### src/sv/pst_pkg.sv
// ----------------------------------------------------------------------------
// pst_pkg
// Field widths, command and status codes and the result type of the
// prime sieve table.
// ----------------------------------------------------------------------------
package pst_pkg;

   localparam int LIMIT_W  = 11;
   localparam int NUM_W    = 11;
   localparam int COUNT_W  = 11;
   localparam int STATUS_W = 2;

   localparam logic [LIMIT_W-1:0] LIMIT_RESET = 11'd1024;

   // command codes
   localparam logic CMD_BUILD = 1'b0;
   localparam logic CMD_QUERY = 1'b1;

   // status codes
   localparam logic [STATUS_W-1:0] STAT_OK        = 2'd0;
   localparam logic [STATUS_W-1:0] STAT_NOT_BUILT = 2'd1;
   localparam logic [STATUS_W-1:0] STAT_ABOVE     = 2'd2;

   typedef struct packed {
      logic                is_prime;
      logic [COUNT_W-1:0]  prime_total;
      logic [STATUS_W-1:0] status;
   } rsp_payload_type;

   typedef struct packed {
      logic            valid;
      rsp_payload_type payload;
   } result_type;

endpackage

### src/sv/pst_ifs.sv
// ----------------------------------------------------------------------------
// pst_ifs
// Valid/ready channels of the prime sieve table: request, response and
// limit register write.
// ----------------------------------------------------------------------------
interface pst_req_if;
   logic                      valid;
   logic                      ready;
   logic                      command;
   logic [pst_pkg::NUM_W-1:0] query_number;

   modport source (output valid, output command, output query_number, input ready);
   modport sink   (input valid, input command, input query_number, output ready);
endinterface

interface pst_rsp_if;
   logic                         valid;
   logic                         ready;
   logic                         is_prime;
   logic [pst_pkg::COUNT_W-1:0]  prime_total;
   logic [pst_pkg::STATUS_W-1:0] status;

   modport source (output valid, output is_prime, output prime_total, output status,
                   input ready);
   modport sink   (input valid, input is_prime, input prime_total, input status,
                   output ready);
endinterface

interface pst_csr_if;
   logic                        valid;
   logic                        ready;
   logic [pst_pkg::LIMIT_W-1:0] sieve_limit;

   modport source (output valid, output sieve_limit, input ready);
   modport sink   (input valid, input sieve_limit, output ready);
endinterface

### src/sv/pst_ram.sv
// ----------------------------------------------------------------------------
// pst_ram
// Generic single-write, single-read RAM with a registered read port.
// ----------------------------------------------------------------------------
module pst_ram #(
   parameter int WIDTH = 1,
   parameter int DEPTH = 1025,
   localparam int AW   = $clog2(DEPTH)
) (
   input  logic             clock,
   input  logic             wr_en,
   input  logic [AW-1:0]    wr_addr,
   input  logic [WIDTH-1:0] wr_data,
   input  logic             rd_en,
   input  logic [AW-1:0]    rd_addr,
   output logic [WIDTH-1:0] rd_data
);

   logic [WIDTH-1:0] mem_ff [DEPTH];
   logic [WIDTH-1:0] rd_data_ff;

   // write port
   always_ff @(posedge clock) begin
      if (wr_en) begin
         mem_ff[wr_addr] <= wr_data;
      end
   end

   // registered read, hold data between reads
   always_ff @(posedge clock) begin
      if (rd_en) begin
         rd_data_ff <= mem_ff[rd_addr];
      end
   end

   assign rd_data = rd_data_ff;

endmodule

### src/sv/pst_engine.sv
// ----------------------------------------------------------------------------
// pst_engine
// Sequencer of the prime sieve table: runs the sieve over the composite
// map in memory and answers queries with one map read each, none for a rejected query.
// ----------------------------------------------------------------------------
module pst_engine #(
   parameter int MAX_LIMIT = 1024,
   localparam int AW = $clog2(MAX_LIMIT + 1),
   localparam int CW = ((AW > pst_pkg::NUM_W) ? AW : pst_pkg::NUM_W) + 1
) (
   input  logic                        clock,
   input  logic                        reset,
   pst_req_if.sink                     req,
   input  logic [pst_pkg::LIMIT_W-1:0] limit_value,
   input  logic                        limit_write,
   input  logic                        out_free,
   output pst_pkg::result_type         result,
   output logic                        ram_we,
   output logic [AW-1:0]               ram_waddr,
   output logic                        ram_wdata,
   output logic                        ram_re,
   output logic [AW-1:0]               ram_raddr,
   input  logic                        ram_rdata
);

   localparam logic [2:0] S_IDLE   = 3'd0;
   localparam logic [2:0] S_QWAIT  = 3'd1;
   localparam logic [2:0] S_CLEAR  = 3'd2;
   localparam logic [2:0] S_PREAD  = 3'd3;
   localparam logic [2:0] S_PCHECK = 3'd4;
   localparam logic [2:0] S_MARK   = 3'd5;
   localparam logic [2:0] S_DONE   = 3'd6;

   localparam logic [CW-1:0] LIM_MAX = CW'(MAX_LIMIT);

   logic [2:0]                    state_ff, state_in;
   logic [CW-1:0]                 m_ff, m_in;
   logic [CW-1:0]                 p_ff, p_in;
   logic [pst_pkg::STATUS_W-1:0]  qstat_ff, qstat_in;
   logic                          built_ff, built_in;
   logic [pst_pkg::COUNT_W-1:0]   count_ff, count_in;

   logic [CW-1:0] lim;
   logic [CW-1:0] qnum;
   logic          accept;

   // saturate the limit to the map size
   assign lim    = (CW'(limit_value) > LIM_MAX) ? LIM_MAX : CW'(limit_value);
   assign qnum   = CW'(req.query_number);
   assign accept = req.valid && req.ready;

   assign req.ready = (state_ff == S_IDLE) && !reset;

   // next state and memory control
   always_comb begin
      state_in  = state_ff;
      m_in      = m_ff;
      p_in      = p_ff;
      qstat_in  = qstat_ff;
      built_in  = built_ff;
      count_in  = count_ff;
      ram_we    = 1'b0;
      ram_waddr = m_ff[AW-1:0];
      ram_wdata = 1'b0;
      ram_re    = 1'b0;
      ram_raddr = p_ff[AW-1:0];
      result.valid               = 1'b0;
      result.payload.is_prime    = 1'b0;
      result.payload.prime_total = count_ff;
      result.payload.status      = pst_pkg::STAT_OK;

      case (state_ff)
         S_IDLE: begin
            if (accept) begin
               if (req.command == pst_pkg::CMD_BUILD) begin
                  m_in     = '0;
                  count_in = '0;
                  state_in = S_CLEAR;
               end else begin
                  if (!built_ff) begin
                     qstat_in = pst_pkg::STAT_NOT_BUILT;
                  end else if (qnum > lim) begin
                     qstat_in = pst_pkg::STAT_ABOVE;
                  end else begin
                     qstat_in  = pst_pkg::STAT_OK;
                     ram_re    = 1'b1;
                     ram_raddr = qnum[AW-1:0];
                  end
                  state_in = S_QWAIT;
               end
            end
         end
         S_QWAIT: begin
            // map bit is back; hold it until the output register frees up
            result.valid            = 1'b1;
            result.payload.is_prime = (qstat_ff == pst_pkg::STAT_OK) && !ram_rdata;
            result.payload.status   = qstat_ff;
            if (out_free) begin
               state_in = S_IDLE;
            end
         end
         S_CLEAR: begin
            // zero and one are not prime, everything else starts unmarked
            ram_we    = 1'b1;
            ram_wdata = (m_ff < CW'(2));
            if (m_ff >= lim) begin
               p_in     = CW'(2);
               state_in = S_PREAD;
            end else begin
               m_in = m_ff + CW'(1);
            end
         end
         S_PREAD: begin
            if (p_ff > lim) begin
               state_in = S_DONE;
            end else begin
               ram_re   = 1'b1;
               state_in = S_PCHECK;
            end
         end
         S_PCHECK: begin
            if (!ram_rdata) begin
               count_in = count_ff + pst_pkg::COUNT_W'(1);
               m_in     = p_ff + p_ff;
               state_in = S_MARK;
            end else begin
               p_in     = p_ff + CW'(1);
               state_in = S_PREAD;
            end
         end
         S_MARK: begin
            // strike multiples of p by repeated addition
            if (m_ff > lim) begin
               p_in     = p_ff + CW'(1);
               state_in = S_PREAD;
            end else begin
               ram_we    = 1'b1;
               ram_wdata = 1'b1;
               m_in      = m_ff + p_ff;
            end
         end
         S_DONE: begin
            result.valid = 1'b1;
            if (out_free) begin
               built_in = 1'b1;
               state_in = S_IDLE;
            end
         end
         default: begin
            state_in = S_IDLE;
         end
      endcase

      // a new limit invalidates the map
      if (limit_write) begin
         built_in = 1'b0;
      end
   end

   // control state
   always_ff @(posedge clock) begin
      if (reset) begin
         state_ff <= S_IDLE;
         built_ff <= 1'b0;
         count_ff <= '0;
      end else begin
         state_ff <= state_in;
         built_ff <= built_in;
         count_ff <= count_in;
      end
   end

   // working registers
   always_ff @(posedge clock) begin
      m_ff     <= m_in;
      p_ff     <= p_in;
      qstat_ff <= qstat_in;
   end

endmodule

### src/sv/prime_sieve_table.sv
// ----------------------------------------------------------------------------
// prime_sieve_table
// Prime lookup table over 0..limit, filled by the Sieve of Eratosthenes.
// ----------------------------------------------------------------------------
// Channels: req carries command and query_number, rsp returns is_prime,
// prime_total and status, csr writes sieve_limit (ready out of reset; the
// user must see that it is written only while the block is idle, which the
// block does not enforce). A write to sieve_limit marks the table as not
// built. Every request gives exactly one response item. A query passes the
// registered read of the composite map and then the output register before
// its response item appears. One item is worked on at a time: a new request
// is accepted only once the sequencer is back in idle. A build walks the map
// in the memory: it clears entries 0..lim, then reads and tests each number
// 2..lim in turn and, for each prime found, strikes its multiples one write
// at a time through the single write port of the map.
// The output register lets the next request be accepted while a response
// waits; a stalled receiver holds the result and, once the next item is done,
// the sequencer as well.
// Reset clears the control state: the table reads as not built, the prime
// count is zero and the limit is 1024. The map memory is not cleared; a build
// writes every entry a query may read.
// ----------------------------------------------------------------------------
module prime_sieve_table #(
   parameter int MAX_LIMIT = 1024
) (
   input  logic       clock,
   input  logic       reset,
   pst_req_if.sink    req,
   pst_rsp_if.source  rsp,
   pst_csr_if.sink    csr
);

   localparam int AW = $clog2(MAX_LIMIT + 1);

   logic [pst_pkg::LIMIT_W-1:0] limit_ff, limit_in;
   logic                        rsp_valid_ff, rsp_valid_in;
   pst_pkg::rsp_payload_type    rsp_data_ff, rsp_data_in;

   logic                csr_write;
   logic                out_free;
   pst_pkg::result_type result;
   logic                ram_we;
   logic [AW-1:0]       ram_waddr;
   logic                ram_wdata;
   logic                ram_re;
   logic [AW-1:0]       ram_raddr;
   logic                ram_rdata;

   // limit register
   assign csr.ready = !reset;
   assign csr_write = csr.valid && csr.ready;
   assign limit_in  = csr_write ? csr.sieve_limit : limit_ff;

   always_ff @(posedge clock) begin
      if (reset) begin
         limit_ff <= pst_pkg::LIMIT_RESET;
      end else begin
         limit_ff <= limit_in;
      end
   end

   // composite map
   pst_ram #(
      .WIDTH (1),
      .DEPTH (MAX_LIMIT + 1)
   ) u_map (
      .clock   (clock),
      .wr_en   (ram_we),
      .wr_addr (ram_waddr),
      .wr_data (ram_wdata),
      .rd_en   (ram_re),
      .rd_addr (ram_raddr),
      .rd_data (ram_rdata)
   );

   // sieve and query sequencer
   pst_engine #(
      .MAX_LIMIT (MAX_LIMIT)
   ) u_engine (
      .clock       (clock),
      .reset       (reset),
      .req         (req),
      .limit_value (limit_ff),
      .limit_write (csr_write),
      .out_free    (out_free),
      .result      (result),
      .ram_we      (ram_we),
      .ram_waddr   (ram_waddr),
      .ram_wdata   (ram_wdata),
      .ram_re      (ram_re),
      .ram_raddr   (ram_raddr),
      .ram_rdata   (ram_rdata)
   );

   // output register: load a finished item, drop it once taken
   assign out_free = !rsp_valid_ff || rsp.ready;

   always_comb begin
      rsp_valid_in = rsp_valid_ff;
      rsp_data_in  = rsp_data_ff;
      if (result.valid && out_free) begin
         rsp_valid_in = 1'b1;
         rsp_data_in  = result.payload;
      end else if (rsp.ready) begin
         rsp_valid_in = 1'b0;
      end
   end

   always_ff @(posedge clock) begin
      if (reset) begin
         rsp_valid_ff <= 1'b0;
      end else begin
         rsp_valid_ff <= rsp_valid_in;
      end
   end

   always_ff @(posedge clock) begin
      rsp_data_ff <= rsp_data_in;
   end

   assign rsp.valid       = rsp_valid_ff;
   assign rsp.is_prime    = rsp_data_ff.is_prime;
   assign rsp.prime_total = rsp_data_ff.prime_total;
   assign rsp.status      = rsp_data_ff.status;

endmodule

### src/flat_wrapper.sv
// flat-port wrapper written by rule: the top's interface ports become plain ports
module prime_sieve_table_flat 
#(
   parameter int MAX_LIMIT = 1024
)
  (clock, reset, req_valid, req_command, req_query_number, req_ready, rsp_valid, rsp_is_prime, rsp_prime_total, rsp_status, rsp_ready, csr_valid, csr_sieve_limit, csr_ready);
  pst_req_if req_i ();
  pst_rsp_if rsp_i ();
  pst_csr_if csr_i ();
  input  logic clock;
  input  logic reset;
  input wire logic [$bits(req_i.valid)-1:0] req_valid;
  input wire logic [$bits(req_i.command)-1:0] req_command;
  input wire logic [$bits(req_i.query_number)-1:0] req_query_number;
  output wire logic [$bits(req_i.ready)-1:0] req_ready;
  output wire logic [$bits(rsp_i.valid)-1:0] rsp_valid;
  output wire logic [$bits(rsp_i.is_prime)-1:0] rsp_is_prime;
  output wire logic [$bits(rsp_i.prime_total)-1:0] rsp_prime_total;
  output wire logic [$bits(rsp_i.status)-1:0] rsp_status;
  input wire logic [$bits(rsp_i.ready)-1:0] rsp_ready;
  input wire logic [$bits(csr_i.valid)-1:0] csr_valid;
  input wire logic [$bits(csr_i.sieve_limit)-1:0] csr_sieve_limit;
  output wire logic [$bits(csr_i.ready)-1:0] csr_ready;
  assign req_i.valid = req_valid;
  assign req_i.command = req_command;
  assign req_i.query_number = req_query_number;
  assign req_ready = req_i.ready;
  assign rsp_valid = rsp_i.valid;
  assign rsp_is_prime = rsp_i.is_prime;
  assign rsp_prime_total = rsp_i.prime_total;
  assign rsp_status = rsp_i.status;
  assign rsp_i.ready = rsp_ready;
  assign csr_i.valid = csr_valid;
  assign csr_i.sieve_limit = csr_sieve_limit;
  assign csr_ready = csr_i.ready;
  prime_sieve_table #(.MAX_LIMIT(MAX_LIMIT)) u_core (.clock(clock), .reset(reset), .req(req_i), .rsp(rsp_i), .csr(csr_i));
endmodule
### config.mk
export PLATFORM = sky130hd
export DESIGN_NAME = prime_sieve_table_flat
export DESIGN_NICKNAME = d
export VERILOG_FILES = /design/src/sv/pst_pkg.sv /design/src/sv/pst_ifs.sv /design/src/sv/pst_ram.sv /design/src/sv/pst_engine.sv /design/src/sv/prime_sieve_table.sv /design/src/flat_wrapper.sv
export SDC_FILE = /design/constraint.sdc
export NUM_CORES = 2
export LEC_CHECK = 0
export BUFFER_PORTS_ARGS = -buffer_cell sky130_fd_sc_hd__buf_2
export CAP_MARGIN = 20
export CORE_MARGIN = 2
export CORE_UTILIZATION = 35
export DETAILED_ROUTE_END_ITERATION = 10
export GPL_TIMING_DRIVEN = 0
export PLACE_DENSITY_LB_ADDON = 0.15
export SLEW_MARGIN = 20
export SYNTH_ARGS = -nofsm -noshare
export SYNTH_HDL_FRONTEND = slang
export SYNTH_SLANG_ARGS = --single-unit
### constraint.sdc
create_clock -name clock -period 83.8 [get_ports clock]
set_input_delay 12.57 -clock clock [delete_from_list [all_inputs] [get_ports clock]]
set_output_delay 12.57 -clock clock [all_outputs]
set_load 0.02 [all_outputs]
# Word-level counts from Yosys, hierarchy flattened
# Memories as Yosys holds them, arrays and structs flattened. A register that Yosys moved wholly into a read port is not among the register bits.
# Index checks and enable logic that the tools add are counted.
[word_totals]
ram_bits = 1025
ff_bits = 67
mem_count = 1
wordCells = 104
out_inout_bits = 17
[memory_table]
columns = ["memory", "depth", "word_bits", "rd", "rd_ports_with_merged_regs", "wr", "line_no", "text"]
rows = [
  ["u_core.u_map.mem_ff", 1025, 1, 1, 1, 1, "pst_ram.sv:19", "logic [WIDTH-1:0] mem_ff [DEPTH];"],
]
[classes]
magnitude_cmp = 6
muxes = 43
addsub = 5
reduce_logical = 23
n_eq_ne = 15
[op_table]
columns = ["op", "count"]
rows = [
  ["$mux W11", 9],
  ["$mux W12", 8],
  ["$pmux W12 S4", 1],
  ["$pmux W12 S3", 1],
  ["$add A12 B1 Y12 const B", 2],
  ["$add A12 B12 Y12", 2],
  ["$gt A12 B11 Y1", 2],
  ["$pmux W11 S2", 1],
  ["$pmux W3 S6", 1],
  ["$mux W3", 5],
  ["$ne A2 B2 Y1 const B", 7],
  ["$ge A12 B11 Y1", 1],
  ["$lt A12 B2 Y1 const B", 1],
  ["$reduce_and A4 Y1", 3],
  ["$add A11 B1 Y11 const B", 1],
  ["$gt A11 B11 Y1", 1],
  ["$gt A11 B11 Y1 const B", 1],
  ["$mux W1", 11],
  ["$eq A3 B3 Y1 const B", 3],
  ["$eq A3 B2 Y1 const B", 2],
  ["$mux W2", 3],
  ["$pmux W1 S2", 3],
  ["$reduce_and A6 Y1", 1],
  ["$logic_and A1 B1 Y1", 5],
  ["other kinds (12)", 17],
]

# Depth between registers and ports, before layout
[depth]
word_depth = 8
mapped_depth = 21
ltp_nobuf = 17

# Hierarchy
# A second synthesis with hierarchy kept.
[unflattened]
cells_unflattened = 3568
hier_area_um2 = 49135.9
[by_module_without_submodules]
columns = ["module", "cells_each", "area_each_um2", "seq_area_each_um2", "n_inst"]
rows = [
  ["pst_ram", 3098, 44540.2, 30809.5, 1],
  ["pst_engine", 414, 3736.1, 1081.0, 1],
  ["prime_sieve_table", 56, 859.6, 660.6, 1],
]

# Worst setup path before layout
# No wires, ideal clock.
[synth_path]
path_type = "register -> register"
from = "register u_core.u_engine.m_ff[2]"
to = "memory u_core.u_map.mem_ff[0] (data pin)"
synth_period_minus_slack_ps = 68889
path_stages_with_launch = 5
path_buffers = 1
arrival_ps = 57713
path_slack_ps = 14911
cell_sequence = "edfxtp_1 -> clkbuf_1 -> nor3_1 -> nand2_1 -> o41ai_1"
[synth_via]
elab_chain_cells = 3
word_cells_on_any_way = 4
[synth_rtl]
columns = ["element", "line_no", "text"]
rows = [
  ["start: declaration", "pst_engine.sv:37", "logic [CW-1:0] m_ff, m_in;"],
  ["start signal: assignment", "pst_engine.sv:175", "m_ff <= m_in;"],
  ["$gt A12 B11 Y1", "pst_engine.sv:133", "if (m_ff > lim) begin"],
  ["$mux W1", "pst_engine.sv:133", ""],
  ["$pmux W1 S2 (*)", "pst_engine.sv:72", "case (state_ff)"],
  ["named net u_core.ram_wdata", "prime_sieve_table.sv:44", "logic ram_wdata;"],
  ["end: declaration", "pst_ram.sv:19", ""],
]
# Mark *: on every way through the listed nets, which the timed path passes. The rest lies on a longest branch.

# Worst setup path after layout
[layout_path]
from = "input port reset"
to = "output port req_ready"
[layout_via]
elab_chain_cells = 2
[layout_rtl]
columns = ["element", "line_no", "text"]
rows = [
  ["start: declaration", "flat_wrapper.sv:11", "input logic reset;"],
  ["$logic_not A1 Y1", "pst_engine.sv:52", "assign req.ready = (state_ff == S_IDLE) && !reset;"],
  ["$logic_and A1 B1 Y1", "pst_engine.sv:52", ""],
  ["end: declaration", "flat_wrapper.sv:15", "output wire logic [$bits(req_i.ready)-1:0] req_ready;"],
]
# Every way passes these cells.

==> results.tsv <==
stage	metric	value	unit
clock_network	post_cts resized	0	
yosys	Mean Syn Cell Area	11.0	um2
timing	Pins Over Slew Limit	0	
drt	drt pass-1 iters	7	
timing	actual slew at the worst max-slew pin	1320	ps
floorplanning	Ports	45	
setup_path	Worst Path Arrival	13790	ps
timing	Final Cycle Share	31.5	%
cells_and_area	area grow syn2layout	15.8	%
setup_path	CP Launch Point	reset	
setup_path	capturing point of the worst reg2reg path	u_core.u_map.rd_data	
status	status	finished clean	
clock_network	CTS tree	yes	
drt	Post-Route WL	251	mm
global_routing	largest net degree at the start of global routing	17	
yosys	Synth warnings	0	
clock_network	setup bufs post-CTS	0	
clock_network	CTS sink cnt	1093	
clock_network	worst-case clock buffer depth	3	
yosys	Top FF cell, synth	edfxtp_1	
cells_and_area	commonest non-fill, non-tap cell in the layout	nor2_1	
yosys	net count after synthesis	4634	
flow_run	MaxCap Viol Count	0	
power	PwrDens	22.3	nW/um2
global_routing	vias in the first global route	38500	
setup_path	CP Class	input port to output port	
yosys	Syn Inst Count	4559	
yosys	largest cells by area after synthesis	edfxtp_1 (64%), nor2_1 (8.2%), nand2_1 (5.3%)	
timing	Final setup viols	0	
cells_and_area	fin cells	6887	
hold_path	Hold Crit Class	register to register	
floorplanning	die area	146000	um2
drt	metal2 WL	106	mm
clock_network	H-tree Lvls	3	
timing	Final Hold Vio Count	0	
cells_and_area	Util after Layout	40.9	%
timing	Tmin final	26360	ps
setup_path	CP endpoint kind	output port	
global_routing	first-pass GRT wire length	332	mm
yosys	Post-synth EDFFs	1066	
power	worst vdd ir	0.0180	mV
floorplanning	num rows	138	
timing	TNS Setup	0	ps
placed_design	DP Wirelength	168	mm
clock_network	hold_buf cts	0	
yosys	Seq/Total Area, Yosys	65.0	%
setup_path	R2R cell count	19	
yosys	ys async rst share	0	%
floorplanning	Starting Density	35.3	%
setup_path	required time of the critical path	71230	ps
yosys	top cell type's share of synthesized area	63.9	%
yosys	cell area after synthesis	50100	um2
global_routing	gr usage total	33.5	%
power	Leak Pwr	18.2	nW
cells_and_area	share of layout cells above drive strength 1	12.9	%
setup_path	Worst R2R Start	u_core.limit_ff[10]	
global_routing	antenna violations before repair	24	
global_routing	GRT Residual Overflow	0	
drt	vias	42500	
cells_and_area	Layout Nets	4954	
drt	WL met3	33.9	mm
timing	clock skew after layout	38.7	ps
setup_path	r2r setup slk	74720	ps
clock_network	TritonCTS buffer count	120	
timing	RSZ-0062 raised after global routing	no	
placed_design	placed cells	6644	
clock_network	clock-pin slew on the worst setup and hold paths	60	ps
yosys	Seq cells post-synth	1093	
floorplanning	die width	382	um
drt	drt drc	0	
power	Tot Pwr	1.29	mW
placed_design	# port buffers	43	
floorplanning	Die H	382	um
drt	1st-iter DRT viols	8227	
drt	WL/cell	36.4	um
drt	wl on met1	92.1	mm
timing	max_slew headroom	11.9	%
timing	Fmax	37.9	MHz
yosys	post-synth cell types	85	
drt	max layer used	met5	
setup_path	crit path launch type	input port	
drt	Routed Antenna Nets	0	
cells_and_area	most frequent cells in the layout	nor2_1 (1,085), edfxtp_1 (1,066), nand2_1 (709)	
floorplanning	Core Box Area	142000	um2
drt	Via density	6.17	
clock_network	worst-skew pair later-pin latency	780	ps
setup_path	crit path to	req_ready	
setup_path	critical-path maximum fanout	10	
clock_network	Root Driver	clkbuf_16	
yosys	leading area contributor after synthesis	edfxtp_1	
placed_design	GPL Wtd Cong	0.968	
[logic make-up (layout without fill, tap and decap cells)]
group                      count (synthesis)  count (layout)  share of synthesized area [%]
DFF                                     1093            1093                           65.0
AOI/OAI and AO/OA                        587             587                           7.57
and+or+nand+nor                         2226            2226                           18.4
adders and majority gates                 47              47                           1.19
muxes                                    185             185                           3.71
other                                      0              17                              0
buffers and inverters                    396             817                           3.64
xor gates and xnor gates                  25              25                          0.437
[power by group]
group	switching [mW]	internal, mW
logic	0.130	0.0402
clock network	0.239	0.285
registers	0.00417	0.595
total	0.374	0.921
[how the worst min path moves through the flow]
stage / from / endpoint / cells past startpoint
finish: u_core.u_engine.count_ff[10] / u_core.rsp.prime_total[10] / 0
global route: u_core.u_engine.count_ff[10] / u_core.rsp.prime_total[10] / 0
CTS: u_core.u_engine.count_ff[10] / u_core.rsp.prime_total[10] / 0
detailed placement: u_core.u_engine.count_ff[10] / u_core.rsp.prime_total[10] / 0
global placement: u_core.u_engine.count_ff[10] / u_core.rsp.prime_total[10] / 0
floorplan: u_core.u_engine.count_ff[10] / u_core.rsp.prime_total[10] / 0
[registers in the layout, summed over array words and instances (netlist names), 2 cells and up]
register and cells:
u_core.rsp.status 2, u_core.u_engine.state_ff 3, u_core.u_map.mem_ff 1025, u_core.u_engine.qstat_ff 2, u_core.u_engine.m_ff 12, u_core.rsp.prime_total 11
u_core.u_engine.p_ff 12, u_core.u_engine.count_ff 11, u_core.limit_ff 11
[final cells by class]
cell class / count / area [um2]
repair buffers: 198 / 1440
clock buffers: 155 / 3250
well taps: 1890 / 2360
clock inverters: 68 / 475
flip-flops and latches: 1093 / 32600
fillers: 13800 / 83800
multi-input cells: 3070 / 15900
inverters: 19 / 71.3
plain buffers: 377 / 1860
diodes: 17 / 42.5
[Yosys cell counts (7+ instances only)]
cell type	n
a211oi_1	33
a21oi_1	221
a22oi_1	46
a311oi_1	19
a31oi_1	39
a32oi_1	9
and2_1	7
and3_1	43
buf_1	10
buf_2	83
buf_4	40
buf_6	11
clkbuf_1	232
dfxtp_1	27
edfxtp_1	1066
ha_1	46
inv_1	19
mux2i_1	181
nand2_1	709
nand2b_1	12
nand3_1	195
nand4_1	21
nor2_1	1088
nor2b_1	11
nor3_1	43
nor3b_1	10
nor4_1	49
o211ai_1	9
o21ai_0	37
o21bai_1	9
o221ai_1	7
o22ai_1	75
o41ai_1	7
or3_1	8
xnor2_1	13
xor2_1	12
[stage by stage]
step                hold slack [ps]  setup slack (ps)  instance area, um2
floorplan                       429             14910               50100
global placement                439            -40970               52600
detailed placement              449             57400               54200
CTS                             464             57400               57900
global route                    482             57270               57900
finish                          458             57440               58000
[routing by layer]
| layer | up-vias | track usage, % |
|---|---|---|
| met5 | - | 0 |
| met4 | 22 | 21.4 |
| li1 | 16900 | - |
| met2 | 3456 | 49.4 |
| met3 | 797 | 9.05 |
| met1 | 21300 | 43.6 |
[critical path: stages]
cell	delay (ps)
buf_2	120
clkbuf_1	390
buf_1	450
nor2_1	100
buf_2	170
(Power assumes the default switching activity.)
